--- src/hw/rtl/bkq_pkg.sv ---
`timescale 1ns / 1ps
`default_nettype none

package bkq_pkg;

    // Field widths
    localparam int BUTTON_W = 11;
    localparam int STICK_W  = 8;
    localparam int FRAME_W  = 32;
    localparam int KEY_W    = 4;
    localparam int DIR_W    = 3;
    localparam int CFG_IDX_W  = 2;
    localparam int CFG_DATA_W = 8;
    localparam int DELAY_W  = 8;
    localparam int LEVEL_W  = 7;
    localparam int ACTION_N = 7;

    // Key codes
    localparam logic [KEY_W-1:0] KEY_NONE    = 4'd0;
    localparam logic [KEY_W-1:0] KEY_UP      = 4'd1;
    localparam logic [KEY_W-1:0] KEY_DOWN    = 4'd2;
    localparam logic [KEY_W-1:0] KEY_LEFT    = 4'd3;
    localparam logic [KEY_W-1:0] KEY_RIGHT   = 4'd4;
    localparam logic [KEY_W-1:0] KEY_CONFIRM = 4'd5;
    localparam logic [KEY_W-1:0] KEY_HELP    = 4'd11;

    // Button mask bit positions of the D-pad
    localparam int BTN_UP    = 7;
    localparam int BTN_DOWN  = 8;
    localparam int BTN_LEFT  = 9;
    localparam int BTN_RIGHT = 10;

    // Register indexes
    localparam logic [CFG_IDX_W-1:0] REG_INITIAL_DELAY  = 2'd0;
    localparam logic [CFG_IDX_W-1:0] REG_REPEAT_INTERVAL = 2'd1;
    localparam logic [CFG_IDX_W-1:0] REG_RELEASE_LEVEL  = 2'd2;
    localparam logic [CFG_IDX_W-1:0] REG_PRESS_LEVEL    = 2'd3;

    // Register reset values
    localparam logic [DELAY_W-1:0] INITIAL_DELAY_RST   = 8'd18;
    localparam logic [DELAY_W-1:0] REPEAT_INTERVAL_RST = 8'd4;
    localparam logic [LEVEL_W-1:0] RELEASE_LEVEL_RST   = 7'd35;
    localparam logic [LEVEL_W-1:0] PRESS_LEVEL_RST     = 7'd55;

    typedef struct packed {
        logic [DELAY_W-1:0] initial_repeat_delay;
        logic [DELAY_W-1:0] repeat_interval;
        logic [LEVEL_W-1:0] stick_release_level;
        logic [LEVEL_W-1:0] stick_press_level;
    } cfg_t;

    // First direction in a mask, priority up, down, left, right
    function automatic logic [KEY_W-1:0] dir_of_mask(input logic [BUTTON_W-1:0] mask);
        logic [KEY_W-1:0] dir;
        dir = KEY_NONE;
        if (mask[BTN_UP]) begin
            dir = KEY_UP;
        end else if (mask[BTN_DOWN]) begin
            dir = KEY_DOWN;
        end else if (mask[BTN_LEFT]) begin
            dir = KEY_LEFT;
        end else if (mask[BTN_RIGHT]) begin
            dir = KEY_RIGHT;
        end
        return dir;
    endfunction

endpackage

`default_nettype wire

--- src/hw/rtl/bkq_cfg_regs.sv ---
`timescale 1ns / 1ps
`default_nettype none

module bkq_cfg_regs (
    input  wire logic                             aclk,
    input  wire logic                             aresetn,
    input  wire logic                             cfg_wr_en,
    input  wire logic [bkq_pkg::CFG_IDX_W-1:0]    cfg_wr_index,
    input  wire logic [bkq_pkg::CFG_DATA_W-1:0]   cfg_wr_data,
    output bkq_pkg::cfg_t                         cfg
);
    import bkq_pkg::*;

    cfg_t cfg_reg;
    cfg_t cfg_next;

    // Decode the write into the addressed register
    always_comb begin
        cfg_next = cfg_reg;
        if (cfg_wr_en) begin
            unique case (cfg_wr_index)
                REG_INITIAL_DELAY:   cfg_next.initial_repeat_delay = cfg_wr_data;
                REG_REPEAT_INTERVAL: cfg_next.repeat_interval = cfg_wr_data;
                REG_RELEASE_LEVEL:   cfg_next.stick_release_level = cfg_wr_data[LEVEL_W-1:0];
                REG_PRESS_LEVEL:     cfg_next.stick_press_level = cfg_wr_data[LEVEL_W-1:0];
                default: ;
            endcase
        end
    end

    always_ff @(posedge aclk) begin
        if (!aresetn) begin
            cfg_reg.initial_repeat_delay <= INITIAL_DELAY_RST;
            cfg_reg.repeat_interval      <= REPEAT_INTERVAL_RST;
            cfg_reg.stick_release_level  <= RELEASE_LEVEL_RST;
            cfg_reg.stick_press_level    <= PRESS_LEVEL_RST;
        end else begin
            cfg_reg <= cfg_next;
        end
    end

    assign cfg = cfg_reg;

endmodule

`default_nettype wire

--- src/hw/rtl/bkq_qualifier.sv ---
`timescale 1ns / 1ps
`default_nettype none

module bkq_qualifier (
    input  wire logic                             aclk,
    input  wire logic                             aresetn,
    input  wire logic                             advance,
    input  wire bkq_pkg::cfg_t                    cfg,
    input  wire logic [bkq_pkg::BUTTON_W-1:0]     pressed_buttons,
    input  wire logic [bkq_pkg::BUTTON_W-1:0]     held_buttons,
    input  wire logic signed [bkq_pkg::STICK_W-1:0] stick_horizontal,
    input  wire logic signed [bkq_pkg::STICK_W-1:0] stick_vertical,
    input  wire logic [bkq_pkg::FRAME_W-1:0]      frame_count,
    output logic [bkq_pkg::KEY_W-1:0]             key_code
);
    import bkq_pkg::*;

    logic                 stick_latched_reg;
    logic                 stick_latched_next;
    logic [DIR_W-1:0]     repeat_dir_reg;
    logic [DIR_W-1:0]     repeat_dir_next;
    logic [FRAME_W-1:0]   next_frame_reg;
    logic [FRAME_W-1:0]   next_frame_next;

    logic [BUTTON_W-1:0]  any_buttons;
    logic                 action_found;
    logic [KEY_W-1:0]     action_code;
    logic [KEY_W-1:0]     dir_pressed;
    logic [KEY_W-1:0]     dir_held;
    logic [FRAME_W-1:0]   frame_plus_delay;
    logic [FRAME_W-1:0]   frame_plus_interval;
    logic [FRAME_W-1:0]   frame_diff;
    logic signed [STICK_W:0] sx;
    logic signed [STICK_W:0] sy;
    logic signed [STICK_W:0] rel;
    logic signed [STICK_W:0] prs;
    logic                 stick_centred;
    logic                 check_stick;
    logic                 latched_eff;

    // Find the highest-priority action button, A first
    always_comb begin
        any_buttons  = pressed_buttons | held_buttons;
        action_found = 1'b0;
        action_code  = KEY_NONE;
        for (int b = ACTION_N - 1; b >= 0; b--) begin
            if (any_buttons[b]) begin
                action_found = 1'b1;
                action_code  = KEY_CONFIRM + KEY_W'(b);
            end
        end
    end

    assign dir_pressed = dir_of_mask(pressed_buttons);
    assign dir_held    = dir_of_mask(held_buttons);

    // Arm times and the wrapping due compare
    assign frame_plus_delay    = frame_count + FRAME_W'(cfg.initial_repeat_delay);
    assign frame_plus_interval = frame_count + FRAME_W'(cfg.repeat_interval);
    assign frame_diff          = frame_count - next_frame_reg;

    // Widen the stick values by one bit so that the negated levels fit
    assign sx  = {stick_horizontal[STICK_W-1], stick_horizontal};
    assign sy  = {stick_vertical[STICK_W-1], stick_vertical};
    assign rel = $signed({2'b00, cfg.stick_release_level});
    assign prs = $signed({2'b00, cfg.stick_press_level});

    assign stick_centred = (sx > -rel) && (sx < rel) && (sy > -rel) && (sy < rel);

    // Pick the key and the next state
    always_comb begin
        key_code           = KEY_NONE;
        stick_latched_next = stick_latched_reg;
        repeat_dir_next    = repeat_dir_reg;
        next_frame_next    = next_frame_reg;
        check_stick        = 1'b0;
        latched_eff        = stick_latched_reg;

        if (action_found) begin
            key_code = action_code;
        end else if (dir_pressed != KEY_NONE) begin
            repeat_dir_next = dir_pressed[DIR_W-1:0];
            next_frame_next = frame_plus_delay;
            key_code        = dir_pressed;
        end else if (dir_held == KEY_NONE) begin
            repeat_dir_next = '0;
            check_stick     = 1'b1;
        end else if (dir_held != {1'b0, repeat_dir_reg}) begin
            repeat_dir_next = dir_held[DIR_W-1:0];
            next_frame_next = frame_plus_delay;
            key_code        = dir_held;
        end else if (!frame_diff[FRAME_W-1]) begin
            next_frame_next = frame_plus_interval;
            key_code        = dir_held;
        end else begin
            check_stick = 1'b1;
        end

        // Stick latch with hysteresis
        if (check_stick) begin
            if (stick_centred) begin
                latched_eff = 1'b0;
            end
            stick_latched_next = latched_eff;
            if (!latched_eff) begin
                if (sy > prs) begin
                    stick_latched_next = 1'b1;
                    key_code           = KEY_UP;
                end else if (sy < -prs) begin
                    stick_latched_next = 1'b1;
                    key_code           = KEY_DOWN;
                end else if (sx < -prs) begin
                    stick_latched_next = 1'b1;
                    key_code           = KEY_LEFT;
                end else if (sx > prs) begin
                    stick_latched_next = 1'b1;
                    key_code           = KEY_RIGHT;
                end
            end
        end
    end

    // Commit the state as the item moves to the result register
    always_ff @(posedge aclk) begin
        if (!aresetn) begin
            stick_latched_reg <= 1'b0;
            repeat_dir_reg    <= '0;
            next_frame_reg    <= '0;
        end else if (advance) begin
            stick_latched_reg <= stick_latched_next;
            repeat_dir_reg    <= repeat_dir_next;
            next_frame_reg    <= next_frame_next;
        end
    end

endmodule

`default_nettype wire

--- src/hw/rtl/button_key_qualifier_autorepeat_top.sv ---
// Button key qualifier with typematic auto-repeat.
//
// Input channel (s_valid/s_ready): one controller poll per transfer, with
// the pressed and held button masks, both stick axes and the frame count.
// Result channel (m_valid/m_ready): exactly one key code per poll, in order.
// Configuration: cfg_wr_en writes cfg_wr_data into the register chosen by
// cfg_wr_index (0 initial delay, 1 repeat interval, 2 release level,
// 3 press level) at the clock edge; write only while the block is idle.
//
// The poll is held in an input register, qualified combinationally against
// the repeat and stick-latch state, and the code lands in the result
// register while the state is updated. Throughput: one poll per cycle
// while the result register can drain (m_ready high or result empty).
//
// Reset (aresetn low, synchronous) empties both registers, clears the
// repeat and latch state and restores the register defaults.
// When the receiver stalls, the result holds; one more poll is still taken
// into the input register, after which s_ready drops until m_ready returns.
`timescale 1ns / 1ps
`default_nettype none

module button_key_qualifier_autorepeat_top (
    input  wire logic                               aclk,
    input  wire logic                               aresetn,
    input  wire logic                               cfg_wr_en,
    input  wire logic [bkq_pkg::CFG_IDX_W-1:0]      cfg_wr_index,
    input  wire logic [bkq_pkg::CFG_DATA_W-1:0]     cfg_wr_data,
    input  wire logic                               s_valid,
    output logic                                    s_ready,
    input  wire logic [bkq_pkg::BUTTON_W-1:0]       s_pressed_buttons,
    input  wire logic [bkq_pkg::BUTTON_W-1:0]       s_held_buttons,
    input  wire logic signed [bkq_pkg::STICK_W-1:0] s_stick_horizontal,
    input  wire logic signed [bkq_pkg::STICK_W-1:0] s_stick_vertical,
    input  wire logic [bkq_pkg::FRAME_W-1:0]        s_frame_count,
    output logic                                    m_valid,
    input  wire logic                               m_ready,
    output logic [bkq_pkg::KEY_W-1:0]               m_key_code
);
    import bkq_pkg::*;

    cfg_t cfg;

    logic                     in_valid_reg;
    logic [BUTTON_W-1:0]      pressed_reg;
    logic [BUTTON_W-1:0]      held_reg;
    logic signed [STICK_W-1:0] stick_h_reg;
    logic signed [STICK_W-1:0] stick_v_reg;
    logic [FRAME_W-1:0]       frame_reg;
    logic                     out_valid_reg;
    logic [KEY_W-1:0]         key_reg;
    logic [KEY_W-1:0]         key_next;
    logic                     advance;
    logic                     in_take;

    bkq_cfg_regs u_cfg_regs (
        .aclk         (aclk),
        .aresetn      (aresetn),
        .cfg_wr_en    (cfg_wr_en),
        .cfg_wr_index (cfg_wr_index),
        .cfg_wr_data  (cfg_wr_data),
        .cfg          (cfg)
    );

    // Move the held poll on when the result register is free or drains
    assign advance = in_valid_reg && (!out_valid_reg || m_ready);
    assign s_ready = !in_valid_reg || advance;
    assign in_take = s_valid && s_ready;

    bkq_qualifier u_qualifier (
        .aclk             (aclk),
        .aresetn          (aresetn),
        .advance          (advance),
        .cfg              (cfg),
        .pressed_buttons  (pressed_reg),
        .held_buttons     (held_reg),
        .stick_horizontal (stick_h_reg),
        .stick_vertical   (stick_v_reg),
        .frame_count      (frame_reg),
        .key_code         (key_next)
    );

    // Input register: control
    always_ff @(posedge aclk) begin
        if (!aresetn) begin
            in_valid_reg <= 1'b0;
        end else if (s_ready) begin
            in_valid_reg <= s_valid;
        end
    end

    // Input register: payload
    always_ff @(posedge aclk) begin
        if (in_take) begin
            pressed_reg <= s_pressed_buttons;
            held_reg    <= s_held_buttons;
            stick_h_reg <= s_stick_horizontal;
            stick_v_reg <= s_stick_vertical;
            frame_reg   <= s_frame_count;
        end
    end

    // Result register: control
    always_ff @(posedge aclk) begin
        if (!aresetn) begin
            out_valid_reg <= 1'b0;
        end else if (!out_valid_reg || m_ready) begin
            out_valid_reg <= in_valid_reg;
        end
    end

    // Result register: payload
    always_ff @(posedge aclk) begin
        if (advance) begin
            key_reg <= key_next;
        end
    end

    assign m_valid    = out_valid_reg;
    assign m_key_code = key_reg;

endmodule

`default_nettype wire

--- config.mk ---
export PLATFORM = sky130hd
export DESIGN_NAME = button_key_qualifier_autorepeat_top
export DESIGN_NICKNAME = d
export VERILOG_FILES = /design/src/hw/rtl/bkq_pkg.sv /design/src/hw/rtl/bkq_cfg_regs.sv /design/src/hw/rtl/bkq_qualifier.sv /design/src/hw/rtl/button_key_qualifier_autorepeat_top.sv
export SDC_FILE = /design/constraint.sdc
export NUM_CORES = 1
export LEC_CHECK = 0
export ABC_AREA = 1
export BUFFER_PORTS_ARGS = -buffer_cell sky130_fd_sc_hd__buf_2
export CAP_MARGIN = 20
export CORE_AREA = 4 4 132 134
export DETAILED_ROUTE_END_ITERATION = 12
export DIE_AREA = 0 0 136 138
export PLACE_DENSITY = 0.8
export SYNTH_ARGS = -nofsm -noshare
export SYNTH_HDL_FRONTEND = slang
export SYNTH_SLANG_ARGS = --single-unit
--- constraint.sdc ---
create_clock -name aclk -period 7.6 [get_ports aclk]
set_input_delay 1.14 -clock aclk [delete_from_list [all_inputs] [get_ports aclk]]
set_output_delay 1.14 -clock aclk [all_outputs]
set_load 0.005 [all_outputs]
==> metrics.txt, run 1 <==
hold_buf cts=0; clk_skew=9.87 ps; most used cell along the critical path=nand2_1; Leakage=4.97 nW; Post-synth ARST share=0%; total power=1.99 mW; Net Count, Synth=1,477; Tightest Pin Transition=1050 ps; Cells after Synth=1,282; final setup TNS=0 ps; TritonCTS Buffers=17; crit-path cells=ha_1 -> a21o_1 -> nor2_1 -> nand2_1 -> a21oi_1 -> nand2_1 -> xor2_1 -> nand2_2 -> nand3_4 -> inv_4 -> nand2_1 -> a21oi_1; Worst path slowest cell=edfxtp_1; vias=8,988; post-synthesis cell area=9740 um^2; ant diodes=0; GP Congestion=0.998; multi-input logic area=5410 um^2; # placed instances=1,572; clock root buffer=clkbuf_16; Final HPWL DP=18,300 um; GRT met2 Usage=39.9%; largest net degree at the start of global routing=71; clk sinks=142; Min-Delay Path Class=register to register; RSZ-0062 raised after global routing=false; Worst Reg-to-Reg Cells=12; initial DRC count=986; fin crit share=39.8%; Compound-Gate Fraction of Synth Area=10.4%; DRC errors left=0; average size of a mapped cell=7.60 um^2; vias in the first global route=8,375; H-tree depth=4; Hold EP=u_qualifier.next_frame_reg[11]; post-synthesis mux area share=0%; P&R area growth vs syn=12.4%; die width=136 um; M3 GR Usage=4.76%; WP data arrival=3380 ps; Clock Latency Late Sink=430 ps; IO Port Bufs=90; final wirelength=24,200 um; number of antenna violations at the first check in global routing=0; WS Path Type=register to register; Yosys top cell by area=edfxtp_1; R2R setup slack=4570 ps; final global-route overflow total=0; grt peak-use layer=met2; top post-synthesis cells by area=edfxtp_1, dfxtp_1, ha_1; largest family of logic cells by synthesized area=simple AND/OR/NAND/NOR gates; share of cells above drive strength 1=10.5%; first-pass GRT wire length=40,200 um; PostCTS Resize Cnt=0; clk buf depth=2; Routed wire per std cell=15.1 um; Synth Area in XOR/XNOR=4.12%; f_max=330 MHz; Vias/cell=5.60; row count=47; simple-gate share of the synthesized area=26.7%; post-synthesis sequential area ratio=36.8%; total I/O pin count=91; reg2reg end=u_qualifier.next_frame_reg[29]; status=finished, final reports clean; Critical Path Max Stage Delay=510 ps; Rel. slew slack=29.5%; Max FO, Critical Path=33; count of final hold-check violations=0; Post-Synth Adder-Cell Area=14.3%; Final Max Slew Viols=0; #FFs+latches synth=142; CTS tree=built; Clock transition at path regs=70 ps; top cell type's share of synthesized area=22.8%; HP Start=u_qualifier.next_frame_reg[11]; Setup violations, final=0; post-synth cell types=45; Die H=138 um; met1 usage in global routing=38.6%; die area=18,800 um^2; final non-filler cell total=1,604; core area=16,300 um^2; FF/Latch Area=3580 um^2; r2r startpoint=frame_reg[22]; fill count=1,410; maxcap violations=0; DRT Pass-1 Iters=8; PD cells=182 nW/um^2; starting density of the core=59.8%; Worst setup SP type=register; total global-route track usage=26.4%; Yosys Warn Count=0; Critical Path RT=7950 ps; ys flop type=edfxtp_1; post-layout util=67.2%; Detail Route Antenna Nets=0; Final nets=1,566; Post-synth EDFFs=74; CP Capture Type=register; Post-CTS Setup Bufs=0; fin crit period=3030 ps; Hold Path Stages=2; maximum VDD drop=173 uV
worst max-delay path by stage:
stage | slack, ps | cells past startpoint | end | startpoint
after floorplan | 4450 | 4 | frame_reg[0] | m_ready
after global placement | 4650 | 15 | u_qualifier.next_frame_reg[25] | frame_reg[18]
after detailed placement | 4550 | 13 | u_qualifier.next_frame_reg[29] | frame_reg[29]
after CTS | 4510 | 13 | u_qualifier.next_frame_reg[29] | frame_reg[29]
after global routing | 4290 | 15 | u_qualifier.next_frame_reg[29] | frame_reg[2]
final | 4570 | 12 | u_qualifier.next_frame_reg[29] | frame_reg[22]
power by group:
part	switching (mW)	internal (mW)
registers	0.0335	0.842
logic	0.174	0.105
clock network	0.372	0.468
total	0.579	1.42
metal layers:
metal,wire length (um),vias to the layer above,part of all wire [%]
li1,-,4444,-
met4,611,0,2.5
met1,11100,4136,46
met3,1890,56,7.8
met5,0,-,0
met2,10600,352,44
per-stage QoR:
| stage | worst slack, ps | instance area, um^2 | hold slack (ps) |
|---|---|---|---|
| floorplan | 4450 | 9740 | 435 |
| global placement | 4650 | 10400 | 452 |
| detailed placement | 4550 | 10400 | 457 |
| CTS | 4510 | 10900 | 466 |
| global route | 4290 | 10900 | 483 |
| finish | 4570 | 10900 | 465 |
area by class of cell:
class / instances / share of cell area, %
clock buffers: 17 / 3.89
clock inverters: 15 / 1.51
inverters: 163 / 5.61
multi-input cells: 954 / 49.4
flip-flops and latches: 142 / 32.7
well taps: 220 / 2.52
repair buffers: 93 / 4.32
worst max-delay path, delay by kind of cell (launching register included):
family / cells / cell delay, ps
compound gates: 3 / 590
xor+xnor: 1 / 160
fa+ha+maj: 1 / 360
buf+inv: 1 / 400
flops: 1 / 510
simple gates: 6 / 920
Yosys cell counts (7+ instances only):
library cell	number
nor2_1	98
o21ai_0	56
xnor2_1	10
clkbuf_1	13
xor2_1	34
nand3_1	72
edfxtp_1	74
inv_1	157
ha_1	108
o21ai_1	7
nand2_1	352
nand4_1	36
a21oi_1	108
nor3_1	23
dfxtp_1	68
logic make-up (layout without fill, tap and decap cells):
family / count (synthesis) / after routing
AOI/OAI and AO/OA: 192 / 192
xor gates and xnor gates: 45 / 45
adders and majority gates: 110 / 110
buffers and inverters: 186 / 288
DFF: 142 / 142
and+or+nand+nor: 607 / 607
cell usage in the layout (no fill, tap or decap), types with 34 or more instances in the layout:
cell type	count
xor2_1	34
inv_1	156
a21oi_1	108
nand2_1	352
buf_2	90
o21ai_0	56
nor2_1	98
nand4_1	36
ha_1	108
edfxtp_1	74
nand3_1	72
dfxtp_1	68
(Power assumes the default switching activity.)
==> run 2: changes to the inputs <==
- ABC_AREA: 1 -> 0
- PLACE_DENSITY: 0.8 -> 0.76
- clock period: 7.6 -> 2.6 ns (I/O delays scaled with it)
==> run 2 against run 1 <==
Non-clock buffer count increased by 157. Power grew to 2.9 times the previous value. The run now ends with setup timing left. Critical path type unchanged. Clock-buffer cell count increased by 3. Clock power rose to 2.8 times the previous value. Via count is 7.5% lower. Fmax rose by 1.5%. Routed wire length is 15% higher.
==> metrics.txt, run 2 <==
most frequent cells in the layout=buf_4, ha_1, buf_2, nand2_1, edfxtp_1; die area=18,800 um^2; WS Path Type=register to register; Vias/cell=6.07; maximum VDD drop=493 uV; Worst Reg-to-Reg Cells=14; ant diodes=0; Hold Path Stages=1; WP data arrival=3170 ps; DRC errors left=0; H-tree depth=4; clk buf depth=2; final instance area=12,000 um^2; vias in the first global route=7,946; #FFs+latches synth=142; Final HPWL DP=17,200 um; Max FO, Critical Path=3; Clock Latency Late Sink=430 ps; IO Port Bufs=90; share of cells above drive strength 1=34.3%; total I/O pin count=91; Tightest Pin Transition=708 ps; fin crit period=2980 ps; grt peak-use layer=met2; post-synthesis sequential area ratio=41.3%; maxcap violations=0; Routed wire per std cell=20.4 um; total power=5.88 mW; Post-Synth Adder-Cell Area=16.0%; total placed instance area=10,400 um^2; clk sinks=142; Net Count, Synth=1,085; fin crit share=115%; final global-route overflow total=0; ys flop type=edfxtp_1; Min-Delay Path Class=input port to register; Final nets=1,332; PnR worst setup slack=-382 ps; commonest non-fill, non-tap cell in the layout=buf_4; Final Max Slew Viols=0; CTS tree=built; reg2reg end=m_key_code[1]; top cell type's share of synthesized area=25.6%; post-synthesis mux area share=3.02%; Yosys Warn Count=0; post-synthesis cell area=8670 um^2; Critical Path RT=2780 ps; met1 usage in global routing=36.9%; total global-route track usage=26.2%; initial DRC count=781; Synth Area in XOR/XNOR=4.04%; Rel. slew slack=52.8%; TritonCTS Buffers=17; Die H=138 um; number of antenna violations at the first check in global routing=0; GRT met2 Usage=40.8%; core area=16,300 um^2; clk_skew=8.92 ps; Setup violations, final=36; Yosys top cell by area=edfxtp_1; P&R area growth vs syn=38.1%; CP Capture Type=register; starting density of the core=53.2%; synth cell count leaders=ha_1, nand2_1, edfxtp_1, dfxtp_1; row count=47; GP Congestion=0.939; Worst setup SP type=register; final wirelength=27,900 um; Cells after Synth=890; most frequent cell after synthesis=ha_1; simple-gate share of the synthesized area=16.4%; f_max=335 MHz; largest family of logic cells by synthesized area=simple AND/OR/NAND/NOR gates; Post-synth EDFFs=74; R2R setup slack=-380 ps; DRT Pass-1 Iters=6; Clock transition at path regs=60 ps; violated checks=setup timing; status=complete, but fails checks; Detail Route Antenna Nets=0; first-pass GRT wire length=39,400 um; count of final hold-check violations=0; Hold EP=stick_h_reg[3]; top post-synthesis cells by area=edfxtp_1, dfxtp_1, ha_1; clock root buffer=clkbuf_16; average size of a mapped cell=9.75 um^2; HP Start=s_stick_horizontal[3]; RSZ-0062 raised after global routing=true; fill count=1,036; vias=8,318; Compound-Gate Fraction of Synth Area=15.2%; Post-synth ARST share=0%; post-synth cell types=63; die width=136 um; r2r startpoint=u_cfg_regs.cfg[8]; largest net degree at the start of global routing=53; M3 GR Usage=4.65%; Leakage=4.87 nW; PD cells=491 nW/um^2
[run 2: power breakdown]
group	internal [mW]	switching, mW	total, mW	leakage (nW)
Sequential	2.46	0.0717	2.53	1.27
Combinational	0.451	0.519	0.971	3.34
Clock	1.40	0.983	2.38	0.263
[run 2: metal layers]
| layer | share of wire (%) | wire, um |
|---|---|---|
| met1 | 41 | 11500 |
| met2 | 47 | 13100 |
| met3 | 8.3 | 2310 |
| met4 | 3.8 | 1050 |
| met5 | 0 | 0 |
[run 2: cell type report]
type                            instances  area (um^2)  area share [%]
Clock inverter                         12          121            1.01
Timing Repair Buffer                  250         1760            14.7
Sequential cell                       142         3590            29.9
Tap cell                              220          275            2.30
Multi-Input combinational cell        659         5540            46.3
Inverter                               67          251            2.10
Clock buffer                           20          437            3.65
[run 2: cells by family after synthesis]
kind of cell,count (synthesis)
xor gates and xnor gates,40
and+or+nand+nor,283
muxes,26
DFF,142
buffers and inverters,89
AOI/OAI and AO/OA,200
adders and majority gates,110
[run 2: critical path: stages, from the launching register on]
cell and delay (ps):
dfxtp_1 330, inv_2 80, ha_4 130, and3_4 210
nand3_4 110, xnor2_4 210, ha_4 240, a22o_1 250
nor3_2 130, o21ai_1 90, o311ai_1 240, o21ai_1 150
a31oi_2 200, a211oi_2 80, a311o_1 270
[run 2: worst max path at each step]
stage | start | to | slack [ps] | cells past startpoint
floorplan | u_cfg_regs.cfg[7] | m_key_code[1] | -190 | 14
global placement | u_cfg_regs.cfg[7] | m_key_code[1] | -290 | 14
detailed placement | u_cfg_regs.cfg[8] | m_key_code[1] | -430 | 14
CTS | u_cfg_regs.cfg[7] | m_key_code[1] | -430 | 14
global route | u_cfg_regs.cfg[7] | m_key_code[1] | -540 | 15
finish | u_cfg_regs.cfg[8] | m_key_code[1] | -380 | 14
[run 2: metrics by stage]
stage | hold WS (ps) | setup TNS [ps] | setup slack (ps) | std cells | util, %
after global routing | 113 | -11360 | -544 | 1370 | 73.5
after CTS | 120 | -3990 | -431 | 1356 | 69.7
final | 130 | -8780 | -382 | 1370 | 73.5
after floorplan | 438 | -429 | -190 | 890 | -
after global placement | 447 | -4500 | -288 | 1307 | 63.7
after detailed placement | 461 | -7000 | -427 | 1307 | 63.7
[run 2: repair_timing]
action | 4_1_cts | 5_1_grt
pin swaps | 34 | 39
setup endpoints to repair | 36 | 39
gates cloned | 2 | 2
gates resized for setup | 51 | 97
hold buffers | 0 | 0
buffers inserted | 15 | 14
